<file path="src/rtl/madc_pkg.sv">
// Shared constants, request codes and read-out scaling for the multichannel ADC averager.
// No dependencies; used by rtl/multichannel_adc_average_change_scale.sv.
package madc_pkg;

    localparam int unsigned WINDOW_DEFAULT = 8;
    localparam int unsigned PORTS_DEFAULT  = 16;

    localparam int unsigned SAMPLE_W = 10;
    localparam int unsigned PORT_W   = 4;
    localparam int unsigned SCALED_W = 11;
    localparam int unsigned MAX_PORTS = 2 ** PORT_W;

    localparam logic [SAMPLE_W-1:0] THRESHOLD_RESET = 10'd4;

    typedef enum logic [1:0] {
        ACT_SAMPLE = 2'd0,
        ACT_READ   = 2'd1,
        ACT_CLEAR  = 2'd2,
        ACT_NONE   = 2'd3
    } action_t;

    typedef enum logic [1:0] {
        FMT_BYTE_FADER  = 2'd0,
        FMT_BYTE_VOLUME = 2'd1,
        FMT_WORD_FADER  = 2'd2,
        FMT_WORD_VOLUME = 2'd3
    } format_t;

    // ceil(2^20 / 125): floor(a * 8389 >> 20) == floor(a / 125) for all 10-bit a
    localparam logic [13:0] INV125 = 14'd8389;

    // x * 1.008 == x + x/125, so the fader gain is an add of a small quotient
    function automatic logic [SCALED_W-1:0] scale_value(
        input logic [SAMPLE_W-1:0] avg,
        input format_t             fmt
    );
        logic [6:0]          x;
        logic [7:0]          bf;
        logic [6:0]          bv;
        logic [23:0]         prod;
        logic [3:0]          q;
        logic [SCALED_W-1:0] wf;
        logic [SCALED_W-1:0] wv;
        logic [SCALED_W-1:0] v;
        x    = avg[SAMPLE_W-1:3];
        bf   = {1'b0, x} + ((x >= 7'd125) ? 8'd1 : 8'd0);
        bv   = 7'd127 - x;
        prod = {14'd0, avg} * {10'd0, INV125};
        q    = prod[23:20];
        wf   = {1'b0, avg} + {7'd0, q};
        wv   = 11'd1024 - {1'b0, avg};
        unique case (fmt)
            FMT_BYTE_FADER: begin
                if (bf < 8'd2) v = '0;
                else if (bf > 8'd127) v = 11'd127;
                else v = {3'd0, bf};
            end
            FMT_BYTE_VOLUME: begin
                if (bv >= 7'd61 && bv <= 7'd65) v = 11'd63;
                else v = {4'd0, bv};
            end
            FMT_WORD_FADER: begin
                if (wf < 11'd8) v = '0;
                else if (wf > 11'd1024) v = 11'd1024;
                else v = wf;
            end
            FMT_WORD_VOLUME: begin
                if (wv >= 11'd507 && wv <= 11'd517) v = 11'd512;
                else v = wv;
            end
            default: v = '0;
        endcase
        return v;
    endfunction

endpackage

</file>
<file path="src/rtl/multichannel_adc_average_change_scale.sv">
// Top level: per-port block averager with change detection and scaled read-out.
// Depends on rtl/madc_pkg.sv.
// From s_ valid/ready to m_valid: input register, then result register.
// One request per cycle unless m_ready stalls; per-port state is read and rewritten in the
// same cycle between the two registers, so back-to-back requests to a port see its updates.
// Reset (aresetn low, synchronous): all per-port sums, counts, averages, last reported
// values and send flags go to zero, the change threshold to 4, both valids low.
module multichannel_adc_average_change_scale #(
    parameter int unsigned WINDOW = madc_pkg::WINDOW_DEFAULT,
    parameter int unsigned PORTS  = madc_pkg::PORTS_DEFAULT
) (
    input  logic                               aclk,
    input  logic                               aresetn,

    input  logic                               cfg_wr_en,
    input  logic [madc_pkg::SAMPLE_W-1:0]      cfg_wr_data,

    input  logic                               s_valid,
    output logic                               s_ready,
    input  logic [1:0]                         s_action,
    input  logic [madc_pkg::PORT_W-1:0]        s_port,
    input  logic [madc_pkg::SAMPLE_W-1:0]      s_sample,
    input  logic [1:0]                         s_format,

    output logic                               m_valid,
    input  logic                               m_ready,
    output logic [madc_pkg::SAMPLE_W-1:0]      m_average,
    output logic [madc_pkg::SCALED_W-1:0]      m_scaled,
    output logic                               m_send_flag,
    output logic                               m_window_done
);

    // only 16 ports are addressable by the port field
    localparam int unsigned NUM_PORTS = (PORTS < madc_pkg::MAX_PORTS) ? PORTS
                                                                     : madc_pkg::MAX_PORTS;
    localparam int unsigned IDX_W  = (NUM_PORTS > 1) ? $clog2(NUM_PORTS) : 1;
    localparam int unsigned CNT_W  = $clog2(WINDOW);
    localparam int unsigned SUM_W  = madc_pkg::SAMPLE_W + CNT_W;
    // reciprocal multiply: exact floor(sum / WINDOW) for every SUM_W-bit sum
    localparam int unsigned SHIFT  = SUM_W + CNT_W;
    localparam int unsigned RECIP_W = SUM_W + 1;
    localparam int unsigned PROD_W = SUM_W + RECIP_W;
    localparam logic [RECIP_W-1:0] RECIP = RECIP_W'((2 ** SHIFT + WINDOW - 1) / WINDOW);
    localparam logic [CNT_W-1:0]   LAST_CNT = CNT_W'(WINDOW - 1);
    localparam logic [madc_pkg::PORT_W:0] PORT_LIMIT = (madc_pkg::PORT_W + 1)'(NUM_PORTS);

    localparam int unsigned AVG_W = madc_pkg::SAMPLE_W;

    // per-port state
    logic [SUM_W-1:0] sum_reg  [NUM_PORTS];
    logic [CNT_W-1:0] cnt_reg  [NUM_PORTS];
    logic [AVG_W-1:0] avg_reg  [NUM_PORTS];
    logic [AVG_W-1:0] last_reg [NUM_PORTS];
    logic             flag_reg [NUM_PORTS];

    logic [AVG_W-1:0] threshold_reg;

    // input register
    logic                         in_valid_reg;
    madc_pkg::action_t            action_reg;
    logic [madc_pkg::PORT_W-1:0]  port_reg;
    logic [AVG_W-1:0]             sample_reg;
    madc_pkg::format_t            format_reg;

    logic advance;
    logic port_ok;
    logic [IDX_W-1:0] idx;

    logic [SUM_W-1:0]  sum_next;
    logic [CNT_W-1:0]  cnt_next;
    logic [AVG_W-1:0]  avg_next;
    logic [AVG_W-1:0]  last_next;
    logic              flag_next;
    logic              done_next;
    logic [SUM_W-1:0]  acc;
    logic [PROD_W-1:0] prod;
    logic [AVG_W-1:0]  block_avg;
    logic [AVG_W-1:0]  diff;
    logic [madc_pkg::SCALED_W-1:0] scaled_next;

    assign advance = !m_valid || m_ready;
    assign s_ready = !in_valid_reg || advance;

    assign port_ok = {1'b0, port_reg} < PORT_LIMIT;
    assign idx     = port_reg[IDX_W-1:0];

    assign acc       = sum_reg[idx] + SUM_W'(sample_reg);
    assign prod      = {{RECIP_W{1'b0}}, acc} * {{SUM_W{1'b0}}, RECIP};
    assign block_avg = prod[SHIFT +: AVG_W];
    assign diff      = (block_avg > last_reg[idx]) ? (block_avg - last_reg[idx])
                                                   : (last_reg[idx] - block_avg);

    always_comb begin
        sum_next    = sum_reg[idx];
        cnt_next    = cnt_reg[idx];
        avg_next    = avg_reg[idx];
        last_next   = last_reg[idx];
        flag_next   = flag_reg[idx];
        done_next   = 1'b0;
        scaled_next = '0;
        unique case (action_reg)
            madc_pkg::ACT_SAMPLE: begin
                if (cnt_reg[idx] >= LAST_CNT) begin
                    sum_next  = '0;
                    cnt_next  = '0;
                    avg_next  = block_avg;
                    done_next = 1'b1;
                    if (diff > threshold_reg) begin
                        last_next = block_avg;
                        flag_next = 1'b1;
                    end
                end else begin
                    sum_next = acc;
                    cnt_next = cnt_reg[idx] + CNT_W'(1);
                end
            end
            madc_pkg::ACT_READ: begin
                scaled_next = madc_pkg::scale_value(avg_reg[idx], format_reg);
            end
            madc_pkg::ACT_CLEAR: begin
                flag_next = 1'b0;
            end
            default: begin
            end
        endcase
    end

    always_ff @(posedge aclk) begin
        if (!aresetn) begin
            threshold_reg <= madc_pkg::THRESHOLD_RESET;
        end else if (cfg_wr_en) begin
            threshold_reg <= cfg_wr_data;
        end
    end

    // input register
    always_ff @(posedge aclk) begin
        if (!aresetn) begin
            in_valid_reg <= 1'b0;
        end else if (s_ready) begin
            in_valid_reg <= s_valid;
        end
    end

    always_ff @(posedge aclk) begin
        if (s_ready && s_valid) begin
            action_reg <= madc_pkg::action_t'(s_action);
            port_reg   <= s_port;
            sample_reg <= s_sample;
            format_reg <= madc_pkg::format_t'(s_format);
        end
    end

    // per-port state update
    always_ff @(posedge aclk) begin
        if (!aresetn) begin
            for (int p = 0; p < NUM_PORTS; p++) begin
                sum_reg[p]  <= '0;
                cnt_reg[p]  <= '0;
                avg_reg[p]  <= '0;
                last_reg[p] <= '0;
                flag_reg[p] <= 1'b0;
            end
        end else if (in_valid_reg && advance && port_ok) begin
            sum_reg[idx]  <= sum_next;
            cnt_reg[idx]  <= cnt_next;
            avg_reg[idx]  <= avg_next;
            last_reg[idx] <= last_next;
            flag_reg[idx] <= flag_next;
        end
    end

    // result register
    always_ff @(posedge aclk) begin
        if (!aresetn) begin
            m_valid <= 1'b0;
        end else if (advance) begin
            m_valid <= in_valid_reg;
        end
    end

    always_ff @(posedge aclk) begin
        if (advance && in_valid_reg) begin
            if (port_ok) begin
                m_average     <= avg_next;
                m_scaled      <= scaled_next;
                m_send_flag   <= flag_next;
                m_window_done <= done_next;
            end else begin
                m_average     <= '0;
                m_scaled      <= '0;
                m_send_flag   <= 1'b0;
                m_window_done <= 1'b0;
            end
        end
    end

endmodule
</file>
<file path="config.mk">
export PLATFORM = sky130hd
export DESIGN_NAME = multichannel_adc_average_change_scale
export DESIGN_NICKNAME = d
export VERILOG_FILES = /design/src/rtl/madc_pkg.sv /design/src/rtl/multichannel_adc_average_change_scale.sv
export SDC_FILE = /design/constraint.sdc
export NUM_CORES = 1
export LEC_CHECK = 0
export BUFFER_PORTS_ARGS = -buffer_cell sky130_fd_sc_hd__buf_4
export CELL_PAD_IN_SITES_DETAIL_PLACEMENT = 0
export CELL_PAD_IN_SITES_GLOBAL_PLACEMENT = 1
export CORE_ASPECT_RATIO = 1.5
export CORE_MARGIN = 2
export CORE_UTILIZATION = 55
export CTS_BUF_LIST = sky130_fd_sc_hd__clkbuf_8 sky130_fd_sc_hd__clkbuf_16
export DETAILED_ROUTE_END_ITERATION = 16
export PLACE_DENSITY_LB_ADDON = 0.3
export SYNTH_ARGS = -nofsm -noshare
export SYNTH_HDL_FRONTEND = slang
export SYNTH_SLANG_ARGS = --single-unit
</file>
<file path="constraint.sdc">
create_clock -name aclk -period 13.1 [get_ports aclk]
set_input_delay 1.965 -clock aclk [delete_from_list [all_inputs] [get_ports aclk]]
set_output_delay 1.965 -clock aclk [all_outputs]
set_load 0.05 [all_outputs]
</file>
==> metrics.yaml <==
worst_setup_path:
  cpPeakStageDelay_ns: 0.93
  crit_end: "last_reg[1][4]$_SDFFCE_PN0P_"
  cpMostUsedCell: "o21a_1"
  crit_family: "compound AO/OA/AOI/OAI gates"
  end_kind: "register"
  cp.arrival_ns: 10.43
  ff2ff_setup_slack_ns: 3.02
  rr_worst_depth: 27
  cp_num_buf_inv: 2
  cp_num_cells: 27
  cp-start-kind: "register"
  slowest_stage: "mux2i_2"
  worstPathRequired_ns: 13.45
  path_max_fanout: 37
  r2r-end: "last_reg[1][4]$_SDFFCE_PN0P_"
  path_class: "reg -> reg"
die:
  chipHeight_um: 299
  io_pins: 58
  core_um2: 57600
  die_area_um2: 60000
  die_w_um: 201
  start_util: 0.554
  num_rows: 108
routing:
  dr.pass1.iters: 5
  vias: 20200
  drtIter0Drc: 2186
  drcViolationCount: 0
  ant_nets: 0
  routed_wl_mm: 91.6
  wire_per_inst_um: 29.1
  viasPerCell: 6.40
sta:
  fin_crit_ns: 10.08
  hold_viol: 0
  fin_crit_sh: 0.769
  rsz0062_at_grt: "false"
  finalSetupViolations: 0
  fmax_mhz: 99.2
  skew_ns: 0.0397
  slew-limit-headroom: 0.0950
  worstMarginPinSlew_ns: 1.36
  fin_tns_setup_ns: 0
  drv_slew: 0
clocking:
  cts.clk_slew.worst_paths_ns: 0.06
  cts_tree: "built"
  clkSinkCount: 649
  clockRootBuffer: "clkbuf_16"
  cts_buffers: 59
  cts_setup_buffers: 0
  hold_buffers: 0
  clockBufferDepth: 3
  worstSkewPairLatency_ns: 0.65
  htree_levels: 2
  cts_resized: 0
grt:
  grt_max_degree: 109
  grt_pass1_wl_mm: 134
  grt_overflow: 0
  grt_pass1_vias: 20800
  grtUsageTotal: 0.308
  antenna_found_initial: 0
logic_synthesis:
  synth_edf_count: 617
  synth_area_leaders: "edfxtp_1, mux4_2, nor2_1"
  post_synth.cell_area_avg_um2: 13.6
  yosys.area.top_type_share: 0.581
  synth_cells: 2340
  yosys.area.top_type: "edfxtp_1"
  ys_seq_area_frac: 0.601
  synthDistinctLibCells: 70
  synth-main-ff-cell: "edfxtp_1"
  ys_warn_count: 0
  synth_area_um2: 31900
  synth_seq_cells: 649
  async_flop_share: 0
  syn_nets: 2510
layout:
  layout.nets: 2503
  drive_gt1_frac: 0.198
  postLayoutCellArea_um2: 34900
  area_growth_pct: 9.50
  mostFrequentLayoutCell: "edfxtp_1"
  final_cell_mix: "edfxtp_1, nor2_1, mux4_2, ha_1, buf_4"
  final.fill_count: 4544
  num_antenna_cells: 0
  largest_reg_flops: 208
placed_design:
  place_hpwl_mm: 51.7
  place_area_um2: 33000
  gp_congestion: 0.931
  port_buffers: 57
pwr:
  finalPower_mw: 5.52
  power_density_nw_per_um2: 158
  swShare: 0.301
  p_sw_mw: 1.66
  p_int_mw: 3.86
  comb_power_share: 0.246
  p_clk_frac: 0.322
  ir_worst_vdd_mv: 0.116
  p_leak_nw: 12.8
  pwr-share-seq: 0.432
worst_hold_path:
  hold_class: "reg -> reg"
run:
  maxCapViolCount: 0
status:
  status: "complete, no violations"
## synth_stat cells, types with 31 or more instances
cell type and n:
nand3_1 44, ha_1 121, nand2_1 67, edfxtp_1 617, mux4_2 180, dfxtp_1 32
a21oi_1 49, inv_1 84, clkbuf_1 97, nor2_1 602, xnor2_1 31, o21ai_0 38
buf_2 43
## power by group through the flow
stage | sequential, mW | combinational [mW] | clock (mW)
floorplan | 2.43 | 0.959 | 0
global placement | 2.42 | 1.34 | 0
detailed placement | 2.43 | 1.35 | 0
CTS | 2.39 | 1.35 | 1.79
global route | 2.39 | 1.48 | 1.86
finish | 2.39 | 1.36 | 1.78
## tightest hold or removal path, delay by kind of cell, from the launching register on
kind	cells	cell delay, ns
AND/OR/NAND/NOR	1	0.06
flip-flops	1	0.33
AO/OA/AOI/OAI	1	0.06
## worst min-delay path by stage
stage,startpoint,endpoint,slack [ns],cells past startpoint
after floorplan,flag_reg[10]$_DFF_P_,flag_reg[10]$_DFF_P_,0.44,2
after global placement,flag_reg[9]$_DFF_P_,flag_reg[9]$_DFF_P_,0.45,2
after detailed placement,flag_reg[6]$_DFF_P_,flag_reg[6]$_DFF_P_,0.46,2
after CTS,flag_reg[6]$_DFF_P_,flag_reg[6]$_DFF_P_,0.48,2
after global routing,flag_reg[3]$_DFF_P_,flag_reg[3]$_DFF_P_,0.50,2
final,flag_reg[0]$_DFF_P_,flag_reg[0]$_DFF_P_,0.48,2
## layout make-up
class | count | area (um^2) | share of cell area
Sequential cell | 649 | 19200 | 0.549
Multi-Input combinational cell | 1429 | 11700 | 0.334
Clock buffer | 62 | 1530 | 0.0438
Tap cell | 770 | 963 | 0.0276
Timing Repair Buffer | 106 | 808 | 0.0231
Clock inverter | 45 | 443 | 0.0127
Inverter | 88 | 334 | 0.00956
## routing by layer
| metal | wire [um] | share of wire | vias to the layer above | GRT usage |
|---|---|---|---|---|
| li1 | - | - | 8537 | - |
| met1 | 31300 | 0.34 | 10300 | 0.361 |
| met2 | 48400 | 0.53 | 1023 | 0.559 |
| met3 | 6940 | 0.076 | 279 | 0.0438 |
| met4 | 4910 | 0.054 | 0 | 0.148 |
| met5 | 0 | 0 | - | 0 |
## logic make-up after synthesis
family / synth area share
compound gates: 0.0392
fa+ha+maj: 0.0575
flops: 0.601
xor+xnor: 0.0121
buf+inv: 0.0379
mux: 0.143
simple gates: 0.110
## through the flow
stage / instances / setup WS [ns] / utilization / hold slack (ns)
floorplan: 2340 / 4.33 / - / 0.438
global placement: 3042 / 3.10 / 0.573 / 0.449
detailed placement: 3042 / 2.99 / 0.573 / 0.464
CTS: 3149 / 2.96 / 0.607 / 0.479
global route: 3149 / 2.27 / 0.607 / 0.503
finish: 3149 / 3.02 / 0.607 / 0.476
Power figures use the tool's default switching activity.
